[config.mk]
export PLATFORM = sky130hd
export DESIGN_NAME = smbus_pec_read_checker_core
export DESIGN_NICKNAME = d
export VERILOG_FILES = /design/src/rtl/spc_pkg.sv /design/src/rtl/spc_fifo.sv /design/src/rtl/spc_front.sv /design/src/rtl/spc_back.sv /design/src/rtl/smbus_pec_read_checker_core.sv
export SDC_FILE = /design/constraint.sdc
export NUM_CORES = 1
export LEC_CHECK = 0
export ABC_AREA = 1
export CAP_MARGIN = 20
export CORE_ASPECT_RATIO = 0.5
export CORE_MARGIN = 5
export CORE_UTILIZATION = 47
export DETAILED_ROUTE_END_ITERATION = 10
export DONT_BUFFER_PORTS = 1
export PLACE_DENSITY = 0.7
export SLEW_MARGIN = 15
export SYNTH_ARGS = -nofsm -noshare
export SYNTH_HDL_FRONTEND = slang
export SYNTH_SLANG_ARGS = --single-unit
[constraint.sdc]
create_clock -name clk -period 3.12 [get_ports clk]
set_input_delay 0.468 -clock clk [delete_from_list [all_inputs] [get_ports clk]]
set_output_delay 0.468 -clock clk [all_outputs]
set_load 0.1 [all_outputs]
[src/rtl/spc_pkg.sv]
// Shared types, constants and the PEC byte update for the SMBus PEC read checker.
package spc_pkg;

  localparam int MAX_BLOCK_DEFAULT = 32;
  localparam int JOB_QUEUE_DEPTH = 2;
  localparam int MEM_ADDR_W = 8;

  localparam logic [7:0] PEC_POLY = 8'h07;

  localparam logic REG_DEVICE_ADDRESS = 1'b0;
  localparam logic REG_MAX_BLOCK_LEN = 1'b1;

  localparam logic [6:0] DEVICE_ADDRESS_RESET = 7'd11;
  localparam logic [5:0] MAX_BLOCK_LEN_RESET = 6'd4;

  typedef enum logic [1:0] {
    STATUS_OK      = 2'd0,
    STATUS_BAD_LEN = 2'd1,
    STATUS_PEC     = 2'd2,
    STATUS_BUS     = 2'd3
  } status_t;

  typedef struct packed {
    status_t    status;
    logic [5:0] length;
  } job_t;

  typedef struct packed {
    logic                  en;
    logic [MEM_ADDR_W-1:0] addr;
    logic [7:0]            data;
  } mem_wr_t;

  typedef struct packed {
    logic run_done;
  } back_fb_t;

  function automatic logic [7:0] pec_update(input logic [7:0] crc, input logic [7:0] b);
    logic [7:0] c;
    c = crc ^ b;
    for (int k = 0; k < 8; k++) begin
      c = c[7] ? ((c << 1) ^ PEC_POLY) : (c << 1);
    end
    return c;
  endfunction

endpackage

[src/rtl/spc_fifo.sv]
// Short job queue between the checking front end and the result back end.
module spc_fifo (
  input  logic          clk,
  input  logic          rst,
  input  logic          push,
  input  spc_pkg::job_t push_data,
  output logic          full,
  input  logic          pop,
  output spc_pkg::job_t pop_data,
  output logic          empty
);

  localparam int DEPTH = spc_pkg::JOB_QUEUE_DEPTH;
  localparam int PW = (DEPTH > 1) ? $clog2(DEPTH) : 1;
  localparam int CW = $clog2(DEPTH + 1);

  spc_pkg::job_t   entries [DEPTH];
  logic [PW-1:0]   wr_ptr;
  logic [PW-1:0]   rd_ptr;
  logic [CW-1:0]   count;

  assign full = (count == CW'(DEPTH));
  assign empty = (count == '0);
  assign pop_data = entries[rd_ptr];

  always_ff @(posedge clk) begin
    if (push) begin
      entries[wr_ptr] <= push_data;
    end
  end

  always_ff @(posedge clk) begin
    if (rst) begin
      wr_ptr <= '0;
      rd_ptr <= '0;
      count <= '0;
    end else begin
      if (push) begin
        wr_ptr <= (wr_ptr == PW'(DEPTH - 1)) ? '0 : wr_ptr + PW'(1);
      end
      if (pop) begin
        rd_ptr <= (rd_ptr == PW'(DEPTH - 1)) ? '0 : rd_ptr + PW'(1);
      end
      if (push && !pop) begin
        count <= count + CW'(1);
      end else if (pop && !push) begin
        count <= count - CW'(1);
      end
    end
  end

  a_no_pop_when_empty: assert property (@(posedge clk) disable iff (rst) pop |-> !empty)
    else $error("Job popped from an empty queue.");

endmodule

[src/rtl/spc_front.sv]
// Front end: accepts response words, keeps the PEC and transaction state, queues the outcome.
module spc_front #(
  parameter int MAX_BLOCK = spc_pkg::MAX_BLOCK_DEFAULT
) (
  input  logic               clk,
  input  logic               rst,
  input  logic               in_valid,
  output logic               in_ready,
  input  logic               start_req,
  input  logic [7:0]         command_code,
  input  logic               block_read,
  input  logic [7:0]         rx_byte,
  input  logic               bus_error,
  input  logic               cfg_we,
  input  logic               cfg_index,
  input  logic [6:0]         cfg_data,
  input  logic               q_full,
  output logic               push,
  output spc_pkg::job_t      push_job,
  output spc_pkg::mem_wr_t   mem_wr,
  input  spc_pkg::back_fb_t  back_fb
);

  typedef enum logic [4:0] {
    F_IDLE = 5'b00001,
    F_HDR0 = 5'b00010,
    F_HDR1 = 5'b00100,
    F_HDR2 = 5'b01000,
    F_PROC = 5'b10000
  } fstate_t;

  fstate_t           state;
  logic [6:0]        device_address;
  logic [5:0]        max_block_len;
  logic              active;
  logic              active_next;
  logic              mode_block;
  logic [5:0]        byte_counter;
  logic [5:0]        byte_counter_next;
  logic [5:0]        length_seen;
  logic [5:0]        length_seen_next;
  spc_pkg::status_t  error_code;
  spc_pkg::status_t  error_code_next;
  logic [7:0]        crc_acc;
  logic [7:0]        crc_acc_next;
  logic              run_outstanding;
  logic [7:0]        s_cmd;
  logic [7:0]        s_byte;
  logic              s_berr;
  logic [7:0]        addr_byte;
  logic [7:0]        pec_byte;
  logic [7:0]        pec_out;
  logic [5:0]        eff_max;
  logic              accept;

  assign accept = in_valid && in_ready;
  assign in_ready = (state == F_IDLE) && !q_full && !run_outstanding;
  assign addr_byte = {device_address, 1'b0};
  assign eff_max = ({2'b00, max_block_len} < 8'(MAX_BLOCK)) ? max_block_len : 6'(MAX_BLOCK);

  always_comb begin
    unique case (state)
      F_HDR0:  pec_byte = addr_byte;
      F_HDR1:  pec_byte = s_cmd;
      F_HDR2:  pec_byte = addr_byte | 8'h01;
      default: pec_byte = s_byte;
    endcase
  end

  assign pec_out = spc_pkg::pec_update(crc_acc, pec_byte);

  always_comb begin
    active_next = active;
    byte_counter_next = byte_counter;
    length_seen_next = length_seen;
    error_code_next = error_code;
    crc_acc_next = crc_acc;
    push = 1'b0;
    push_job.status = spc_pkg::STATUS_OK;
    push_job.length = '0;
    mem_wr.en = 1'b0;
    mem_wr.addr = '0;
    mem_wr.data = s_byte;
    if (state == F_PROC && active) begin
      if (s_berr) begin
        push = 1'b1;
        push_job.status = spc_pkg::STATUS_BUS;
        active_next = 1'b0;
      end else begin
        byte_counter_next = byte_counter + 6'd1;
        if (!mode_block) begin
          if (byte_counter < 6'd2) begin
            mem_wr.en = 1'b1;
            mem_wr.addr = spc_pkg::MEM_ADDR_W'(byte_counter);
            crc_acc_next = pec_out;
          end else begin
            push = 1'b1;
            active_next = 1'b0;
            if (s_byte != crc_acc) begin
              push_job.status = spc_pkg::STATUS_PEC;
            end else begin
              push_job.length = 6'd2;
            end
          end
        end else begin
          if (byte_counter == 6'd0) begin
            if (s_byte == 8'd0 || s_byte > {2'b00, eff_max}) begin
              error_code_next = spc_pkg::STATUS_BAD_LEN;
              length_seen_next = '0;
            end else begin
              length_seen_next = s_byte[5:0];
            end
            crc_acc_next = pec_out;
          end else if (error_code == spc_pkg::STATUS_OK && byte_counter <= length_seen) begin
            mem_wr.en = 1'b1;
            mem_wr.addr = spc_pkg::MEM_ADDR_W'(byte_counter - 6'd1);
            crc_acc_next = pec_out;
          end else if (error_code == spc_pkg::STATUS_OK &&
                       {1'b0, byte_counter} == {1'b0, length_seen} + 7'd1) begin
            if (s_byte != crc_acc) begin
              error_code_next = spc_pkg::STATUS_PEC;
            end
          end
          if ({1'b0, byte_counter} >= {1'b0, eff_max} + 7'd1) begin
            push = 1'b1;
            active_next = 1'b0;
            push_job.status = error_code_next;
            push_job.length = (error_code_next == spc_pkg::STATUS_OK) ? length_seen_next : '0;
          end
        end
      end
    end
  end

  always_ff @(posedge clk) begin
    if (accept) begin
      s_cmd <= command_code;
      s_byte <= rx_byte;
      s_berr <= bus_error;
    end
  end

  always_ff @(posedge clk) begin
    if (rst) begin
      state <= F_IDLE;
      device_address <= spc_pkg::DEVICE_ADDRESS_RESET;
      max_block_len <= spc_pkg::MAX_BLOCK_LEN_RESET;
      active <= 1'b0;
      mode_block <= 1'b0;
      byte_counter <= '0;
      length_seen <= '0;
      error_code <= spc_pkg::STATUS_OK;
      crc_acc <= '0;
      run_outstanding <= 1'b0;
    end else begin
      if (cfg_we) begin
        unique case (cfg_index)
          spc_pkg::REG_DEVICE_ADDRESS: device_address <= cfg_data;
          spc_pkg::REG_MAX_BLOCK_LEN:  max_block_len <= cfg_data[5:0];
          default: ;
        endcase
      end
      if (push && push_job.status == spc_pkg::STATUS_OK) begin
        run_outstanding <= 1'b1;
      end else if (back_fb.run_done) begin
        run_outstanding <= 1'b0;
      end
      unique case (state)
        F_IDLE: begin
          if (accept) begin
            if (start_req) begin
              active <= 1'b1;
              mode_block <= block_read;
              byte_counter <= '0;
              length_seen <= '0;
              error_code <= spc_pkg::STATUS_OK;
              crc_acc <= '0;
              state <= F_HDR0;
            end else begin
              state <= F_PROC;
            end
          end
        end
        F_HDR0: begin
          crc_acc <= pec_out;
          state <= F_HDR1;
        end
        F_HDR1: begin
          crc_acc <= pec_out;
          state <= F_HDR2;
        end
        F_HDR2: begin
          crc_acc <= pec_out;
          state <= F_PROC;
        end
        F_PROC: begin
          active <= active_next;
          byte_counter <= byte_counter_next;
          length_seen <= length_seen_next;
          error_code <= error_code_next;
          crc_acc <= crc_acc_next;
          state <= F_IDLE;
        end
        default: state <= F_IDLE;
      endcase
    end
  end

  a_no_write_under_run: assert property (@(posedge clk) disable iff (rst)
    mem_wr.en |-> !run_outstanding)
    else $error("Payload store written while a validated run is still being read out.");

  a_header_sequence: assert property (@(posedge clk) disable iff (rst)
    (accept && start_req) |=> (state == F_HDR0) ##3 (state == F_PROC))
    else $error("Header PEC sequence did not run to the byte processing step.");

  a_push_has_room: assert property (@(posedge clk) disable iff (rst) push |-> !q_full)
    else $error("Outcome queued while the job queue is full.");

endmodule

[src/rtl/spc_back.sv]
// Back end: holds the payload store and plays each queued outcome out as result words.
module spc_back #(
  parameter int MAX_BLOCK = spc_pkg::MAX_BLOCK_DEFAULT
) (
  input  logic               clk,
  input  logic               rst,
  input  logic               job_valid,
  output logic               pop,
  input  spc_pkg::job_t      job,
  input  spc_pkg::mem_wr_t   mem_wr,
  output logic               out_valid,
  input  logic               out_ready,
  output logic [1:0]         status,
  output logic [7:0]         data_byte,
  output logic [4:0]         byte_index,
  output logic [5:0]         payload_length,
  output logic               last,
  output spc_pkg::back_fb_t  back_fb
);

  localparam int AW = (MAX_BLOCK > 1) ? $clog2(MAX_BLOCK) : 1;

  typedef enum logic [2:0] {
    B_IDLE  = 3'b001,
    B_FETCH = 3'b010,
    B_SHOW  = 3'b100
  } bstate_t;

  bstate_t           state;
  logic [7:0]        mem [MAX_BLOCK];
  logic [7:0]        rd_data;
  logic [5:0]        k;
  logic [5:0]        job_len;
  logic              show_err;
  spc_pkg::status_t  out_status;

  assign pop = (state == B_IDLE) && job_valid;
  assign out_valid = (state == B_SHOW);
  assign status = out_status;
  assign data_byte = show_err ? 8'd0 : rd_data;
  assign byte_index = k[4:0];
  assign payload_length = show_err ? 6'd0 : job_len;
  assign last = show_err || ({1'b0, k} + 7'd1 == {1'b0, job_len});
  assign back_fb.run_done = out_valid && out_ready && last && !show_err;

  always_ff @(posedge clk) begin
    if (mem_wr.en) begin
      mem[AW'(mem_wr.addr)] <= mem_wr.data;
    end
    if (state == B_FETCH) begin
      rd_data <= mem[AW'(k)];
    end
  end

  always_ff @(posedge clk) begin
    if (rst) begin
      state <= B_IDLE;
      k <= '0;
      job_len <= '0;
      show_err <= 1'b0;
      out_status <= spc_pkg::STATUS_OK;
    end else begin
      unique case (state)
        B_IDLE: begin
          if (job_valid) begin
            job_len <= job.length;
            k <= '0;
            out_status <= job.status;
            if (job.status == spc_pkg::STATUS_OK) begin
              show_err <= 1'b0;
              state <= B_FETCH;
            end else begin
              show_err <= 1'b1;
              state <= B_SHOW;
            end
          end
        end
        B_FETCH: begin
          state <= B_SHOW;
        end
        B_SHOW: begin
          if (out_ready) begin
            if (last) begin
              state <= B_IDLE;
            end else begin
              k <= k + 6'd1;
              state <= B_FETCH;
            end
          end
        end
        default: state <= B_IDLE;
      endcase
    end
  end

  a_error_is_last: assert property (@(posedge clk) disable iff (rst)
    (out_valid && status != spc_pkg::STATUS_OK) |-> (last && payload_length == 6'd0))
    else $error("Error result is not a single final word.");

endmodule

[src/rtl/smbus_pec_read_checker_core.sv]
// Top level of the SMBus PEC read checker: front end, job queue and back end.
// A word without start_req is taken and processed in the F_PROC state; a word with start_req
// first passes F_HDR0, F_HDR1 and F_HDR2, as the shared PEC byte unit folds in the address,
// command and read address. The last word of a transaction queues its outcome; the back end
// fetches each further data result from the payload store after the previous one is taken.
// Input is held off while a validated run is read out of the payload store.
// Synchronous active-high reset restores the registers to address 11 and length 4; the
// payload store is not cleared.
module smbus_pec_read_checker_core #(
  parameter int MAX_BLOCK = spc_pkg::MAX_BLOCK_DEFAULT
) (
  input  logic       clk,
  input  logic       rst,
  input  logic       in_valid,
  output logic       in_ready,
  input  logic       start_req,
  input  logic [7:0] command_code,
  input  logic       block_read,
  input  logic [7:0] rx_byte,
  input  logic       bus_error,
  output logic       out_valid,
  input  logic       out_ready,
  output logic [1:0] status,
  output logic [7:0] data_byte,
  output logic [4:0] byte_index,
  output logic [5:0] payload_length,
  output logic       last,
  input  logic       cfg_we,
  input  logic       cfg_index,
  input  logic [6:0] cfg_data
);

  spc_pkg::job_t      push_job;
  spc_pkg::job_t      pop_job;
  spc_pkg::mem_wr_t   mem_wr;
  spc_pkg::back_fb_t  back_fb;
  logic               push;
  logic               pop;
  logic               q_full;
  logic               q_empty;

  spc_front #(
    .MAX_BLOCK(MAX_BLOCK)
  ) u_front (
    .clk(clk),
    .rst(rst),
    .in_valid(in_valid),
    .in_ready(in_ready),
    .start_req(start_req),
    .command_code(command_code),
    .block_read(block_read),
    .rx_byte(rx_byte),
    .bus_error(bus_error),
    .cfg_we(cfg_we),
    .cfg_index(cfg_index),
    .cfg_data(cfg_data),
    .q_full(q_full),
    .push(push),
    .push_job(push_job),
    .mem_wr(mem_wr),
    .back_fb(back_fb)
  );

  spc_fifo u_fifo (
    .clk(clk),
    .rst(rst),
    .push(push),
    .push_data(push_job),
    .full(q_full),
    .pop(pop),
    .pop_data(pop_job),
    .empty(q_empty)
  );

  spc_back #(
    .MAX_BLOCK(MAX_BLOCK)
  ) u_back (
    .clk(clk),
    .rst(rst),
    .job_valid(!q_empty),
    .pop(pop),
    .job(pop_job),
    .mem_wr(mem_wr),
    .out_valid(out_valid),
    .out_ready(out_ready),
    .status(status),
    .data_byte(data_byte),
    .byte_index(byte_index),
    .payload_length(payload_length),
    .last(last),
    .back_fb(back_fb)
  );

endmodule

; Word-level counts from Yosys, hierarchy flattened
; Memories as Yosys holds them, arrays and structs flattened. A register that Yosys moved wholly into a read port is not among the register bits.
; Cells that the tools add are included.
[totals]
ff_bits = 82
mem_bits_rw = 272
in_bits = 32
wordCells = 216
memories = 2
[op_classes]
addsub = 10
order_cmp = 5
n_eq_ne = 24
muxes = 99
bitwise = 11
n_reduce_logical = 44
[memory_table]
columns = memory, words, word_bits, rd, rd_clocked_by_memory_dff, write_ports, line
row1 = u_back.mem, 32, 8, 1, 1, 1, spc_back.sv:30  ; logic [7:0] mem [MAX_BLOCK];
row2 = u_fifo.entries, 2, 8, 1, 1, 1, spc_fifo.sv:17  ; spc_pkg::job_t entries [DEPTH];
[ops]
columns = cell, n
row1 = two-way mux 8 bit, 13
row2 = two-way mux 6 bit, 16
row3 = two-way mux 9 bit, 6
row4 = one-hot mux 8 bit (3 select lines), 2
row5 = two-way mux 2 bit, 19
row6 = one-hot mux 6 bit (2 select lines), 3
row7 = two-way mux 3 bit, 11
row8 = NOT 3 bit, 8
row9 = two-way mux 1 bit, 23
row10 = "adder 6 x 1 -> 7 bit, second input constant", 3
row11 = one-hot mux 5 bit (4 select lines), 1
row12 = logical AND 1 bit, 13
row13 = "adder 6 x 1 -> 6 bit, second input constant", 2
row14 = "inequality test 2 bit, second input constant", 6
row15 = AND reduction 6 bit, 2
row16 = logical NOT 2 bit, 5
row17 = two-way mux 5 bit, 2
row18 = one-hot mux 3 bit (3 select lines), 1
row19 = greater-than comparator 8 x 6 -> 1 bit, 1
row20 = logical NOT 8 bit, 1
row21 = "inequality test 4 bit, second input constant", 2
row22 = inequality test 8 bit, 1
row23 = AND reduction 2 bit, 4
row24 = nonzero test 2 bit, 4
row25 = other kinds (35), 44

; Depth between registers and ports, before layout
[depth]
word_depth = 25
ltp_mapped = 19
ltp_nobuf = 19

; Hierarchy
; A second synthesis with hierarchy kept.
[unflattened]
cells_unflattened = 1663
area_unflattened_um2 = 16610.9
[modules_own_cells]
columns = module, n_inst, cells_per_inst, area_per_inst_um2, seq_area_each_um2
row1 = spc_back, 1, 971, 11499.8, 8287.9
row2 = spc_front, 1, 633, 4296.6, 1371.3
row3 = spc_fifo, 1, 58, 810.8, 580.6
row4 = smbus_pec_read_checker_core, 1, 1, 3.8, 0.0

; Worst setup path before layout
; No wires, ideal clock.
[synth_timing]
path_kind = reg2reg
from = reg u_back.state[2]
to = reg u_back.k[0]
t_arrival_ps = 3455
required_time_ps = 3047
setup_slack_ps = -408
stages_incl_launch_ff = 7
path_buffers = 0
synth_period_minus_slack_ps = 3528
cell_sequence = dfxtp_1 inv_1 nor3_1 inv_1 a21oi_1 nand4_1 a21oi_1
[synth_via]
elab_chain_cells = 3
elab_cells_between_ends = 8
cone_classes = eq/ne (5) / mux (1) / reduce/logical (2)
[synth_rtl]
columns = item, line
row1 = from (decl), spc_back.sv:29  ; bstate_t state;
row2 = from (signal assigned), spc_back.sv:57  ; state <= B_IDLE;
row3 = from (signal assigned), spc_back.sv:71  ; state <= B_FETCH;
row4 = from (signal assigned), spc_back.sv:74  ; state <= B_SHOW;
row5 = == test 3 bit *, -
row6 = via out_valid, smbus_pec_read_checker_core.sv:21  ; output logic out_valid,
row7 = inequality test 2 bit (no source line) / nonzero test 2 bit (equally long branches), -
row8 = AND reduction 4 bit (no source line), -
row9 = to (signal assigned), spc_back.sv:86  ; k <= k + 6'd1;
row10 = to (decl), spc_back.sv:32  ; logic [5:0] k;
; Mark *: on every way through the listed nets, which the timed path passes. The rest lies on a longest branch.
; A chain may end at the register's enable or synchronous reset.

; Worst setup path in the final report
[layout_timing]
from = reg u_back.k[4]
to = out last
[layout_via]
elab_chain_cells = 3
[layout_rtl]
columns = item, line
row1 = adder 6 x 1 -> 7 bit, spc_back.sv:43  ; assign last = show_err || ({1'b0, k} + 7'd1 == {1'b0, job_len});
row2 = == test 7 x 6 -> 1 bit, spc_back.sv:43
row3 = logical OR 1 bit, spc_back.sv:43
row4 = to (decl), smbus_pec_read_checker_core.sv:27  ; output logic last,
; No other way between the ends.

==> flow_summary_export.csv <==
group,metric,value,unit
run_status,status,"finished, final reports clean",
pwr,power_density,745,nW/um2
grt,grt_overflow,0,
synth,synth_top_area_share,54.9,%
synth,synth_commonest_cells,"297 x edfxtp_1, 264 x nor2_1, 201 x nand2_1, 195 x o21ai_0, 116 x inv_1",
clock_network,cts_root_buffer,"clkbuf_16",
grt,grt_usage,20.1,%
sta,hold_viol_final,0,
route,drc,0,
synth,synth_compound_area_share,12.7,%
route,postRouteAntennaNets,0,
placed_design,place_ws,0.0941,ns
pwr,clockPowerShare,30.1,%
worst_hold_path,hold_depth,1,
route,route.met3.wl,3.28,mm
clock_network,cts_buffers,34,
route,drtIter0Drc,1350,
pwr,pwr-share-seq,44.4,%
grt,antenna_found_initial,0,
sta,worst_pin_slew,0.970,ns
run,maxCapViolCount,0,
grt,grt_pass1_vias,11114,
sta,final-setup-viol-count,0,
critical_path,required,2.65,ns
layout,stdcell_area,18400,um2
synth,synthesis.area,16300,um2
layout,seq_area,10200,um2
route,m1WireLength,17.1,mm
placed_design,place.port_buffers,0,
placed_design,hpwlAfterDp,25.3,mm
pwr,p_comb_share,25.5,%
floorplan,die_y,142,um
layout,drive_gt1_share,13.0,%
placed_design,gp_congestion,0.905,
synth,syn_avg_cell_area,10.3,um2
critical_path,r2r_cells,18,
synth,yosys.cell_types.count,47,
pwr,finalPower,13.7,mW
sta,relSlewSlack,35.3,%
sta,slew_violations,0,
synth,synth.area.top_cells,"edfxtp_1 55%, dfxtp_1 8.1%, nor2_1 6.1%, o21ai_0 6.0%, nand2_1 4.6%",
layout,fillers,2899,
pwr,p_sw,4.77,mW
floorplan,die_area,38600,um2
synth,synth.yosys.seq_area_share,63.0,%
critical_path,cp.arrival,2.46,ns
floorplan,start_util,47.4,%
route,wire_per_inst,18.7,um
placed_design,placed_area,17200,um2
synth,synth.most_common_cell,"edfxtp_1",
sta,fin_crit_sh,93.7,%
sta,min_period,2.92,ns
clock_network,cts_sinks,363,
clock_network,path_clk_slew,0.06,ns
synth,synth_edf_count,297,
synth,synth_nets,1639,
clock_network,clk-insertion-delay-late,0.54,ns
pwr,p_int,8.95,mW
critical_path,crit_path_max_fanout,14,
worst_hold_path,hp-start,"rst",
synth,postSynthCellCount,1583,
critical_path,worstSetupPathType,"reg2out",
layout,final_cells,2126,
route,drt_pass1_iterations,5,
synth,async_flop_share,0,%
synth,synthMuxAreaShare,0,%
synth,synth_top_area_cell,"edfxtp_1",
route,via_per_inst,5.55,
sta,skew,0.0381,ns
critical_path,reg2reg_slack,0.22,ns
synth,synthXorXnorAreaFrac,1.71,%
layout,n_antenna_cell,0,
sta,fmax,0.342,GHz
layout,multi_input_area,5340,um2
grt,grt_max_degree,131,
clock_network,tritoncts,"done",
pwr,peakVddDrop,0.534,mV
route,dr_wl_met2,18.5,mm
synth,synthAdderAreaFrac,1.85,%
route,routed_wl,39.8,mm
clock_network,htreeDepth,2,
synth,ys_ff_latch,363,
worst_hold_path,hold_end,"u_front.crc_acc[1]$_SDFFE_PP0P_",
critical_path,cp-start-kind,"flop",
critical_path,endpoint_kind,"output pin",
sta,fin_ws,0.196,ns
pwr,p_leak,6.72,nW
floorplan,placementRows,48,
synth,ys.flop_type,"edfxtp_1",
clock_network,cts_max_path_buffers,3,
floorplan,io_pins,56,
floorplan,core-area,34300,um2
route,vias,11796,
worst_hold_path,min_path_type,"in2reg",
synth,synth_top_family_by_area,"simple AND/OR/NAND/NOR gates",
synth,synthSimpleGateAreaFrac,16.0,%
pwr,netSwitchingFraction,34.7,%
critical_path,r2r_start,"u_front.max_block_len[0]$_SDFFE_PP0P_",
route,top_layer_used,"met4",
layout,nNetsFinal,1686,
synth,ys_warn_count,0,
critical_path,worst_r2r_endpoint,"u_fifo.count[1]$_SDFFE_PP0P_",
floorplan,die_x,273,um
placed_design,place_inst,2067,
layout,area_delta_synth_final,13.3,%
grt,grt_pass1_wl,61.5,mm
sta,rsz0062_at_grt,"true",
state kept, by name, indices dropped and copies added (netlist names), 2 cells and up, named ones only:
signal,cells
u_back.mem,256
u_fifo.entries,16
u_back.rd_data,8
u_front.crc_acc,8
u_front.s_byte,8
u_front.s_cmd,8
u_front.device_address,7
u_back.job_len,6
u_back.k,6
u_front.byte_counter,6
u_front.length_seen,6
u_front.max_block_len,6
u_front.state,5
u_back.state,3
u_back.status,2
u_fifo.count,2
u_front.error_code,2
layer usage:
| metal | global-route usage [%] | vias up |
|---|---|---|
| met3 | 3.68 | 71 |
| li1 | - | 5622 |
| met2 | 32.8 | 466 |
| met1 | 28.4 | 5637 |
| met4 | 5.06 | 0 |
| met5 | 0 | - |
logic make-up after synthesis:
| family | after synthesis |
|---|---|
| AOI/OAI and AO/OA | 379 |
| and+or+nand+nor | 589 |
| DFF | 363 |
| xor gates and xnor gates | 30 |
| buffers and inverters | 198 |
| adders and majority gates | 24 |
layout by cell type (no fill, tap or decap), types with 3 or more instances in the layout:
master,Yosys,routed
o31ai_1,5,5
clkbuf_1,53,5
clkinv_2,0,3
o21ai_0,195,193
o22ai_1,80,80
buf_12,0,4
nand2_2,7,9
nor2_1,264,246
a211oi_1,3,3
xor2_1,22,21
o211ai_1,5,5
o21ai_2,3,3
dfxtp_2,0,4
clkbuf_16,0,35
nand3b_1,5,5
xnor2_1,6,6
nor2_2,6,22
a21oi_1,80,80
edfxtp_1,297,297
nand4_1,15,15
buf_4,6,73
nor2_4,5,7
nor3_2,6,7
ha_1,24,23
dfxtp_1,66,61
nand2_1,201,199
o21a_1,4,4
nor3b_1,5,5
clkbuf_8,0,8
nor3_1,10,8
nand3_2,3,4
nand3_1,49,48
inv_1,116,115
inv_2,14,14
what timing repair did:
action / in CTS / in global routing
hold endpoints to repair: 3 / 6
buffers inserted: 0 / 0
resized for setup: 0 / 15
endpoints found under the setup margin: 0 / 54
hold buffers: 1 / 1
how the worst max path moves through the flow:
stage,start,end,slack [ns],cells past startpoint
after floorplan,u_front.max_block_len[5]$_SDFFE_PP0P_,u_fifo.count[1]$_SDFFE_PP0P_,0.41,17
after global placement,u_front.max_block_len[5]$_SDFFE_PP0P_,u_fifo.count[1]$_SDFFE_PP0P_,0.17,17
after detailed placement,u_front.max_block_len[5]$_SDFFE_PP0P_,u_fifo.count[1]$_SDFFE_PP0P_,0.09,17
after CTS,u_front.max_block_len[5]$_SDFFE_PP0P_,u_fifo.count[1]$_SDFFE_PP0P_,0.02,17
after global routing,u_front.max_block_len[0]$_SDFFE_PP0P_,u_fifo.count[1]$_SDFFE_PP0P_,-0.04,18
final,u_back.k[4]$_SDFFE_PP0P_,last,0.20,6
power groups by stage:
stage | combinational (mW) | sequential [mW] | clock, mW
2_1_floorplan | 2.40 | 6.25 | 0
4_1_cts | 3.48 | 6.08 | 4.17
3_3_place_gp | 3.43 | 6.18 | 0
3_5_place_dp | 3.46 | 6.18 | 0
6_report | 3.50 | 6.09 | 4.13
5_1_grt | 3.80 | 6.11 | 4.38
through the flow:
step                      hold slack [ns]  TNS [ns]  utilization, %
final                              0.0163         0            53.7
after detailed placement            0.447         0            50.3
after CTS                        0.000385         0            53.5
after floorplan                     0.426         0               -
after global routing              0.00248   -0.0426            53.7
after global placement              0.434         0            50.3
worst max-delay path: stages, from the launching register on:
cell and delay, ns:
dfxtp_1 0.72, inv_1 0.34, nor3b_1 0.34, nor3_1 0.10, nand3_1 0.09, o21ai_2 0.09, buf_4 0.24
cell type report:
cell class | count | area share, %
sequential | 363 | 55.6
multi-input combinational | 1022 | 29.0
clock buffer | 48 | 5.45
timing repair buffer | 79 | 3.52
tap | 475 | 3.23
inverter | 130 | 2.66
clock inverter | 9 | 0.543
Note: power is estimated with default switching activity, not from simulation.
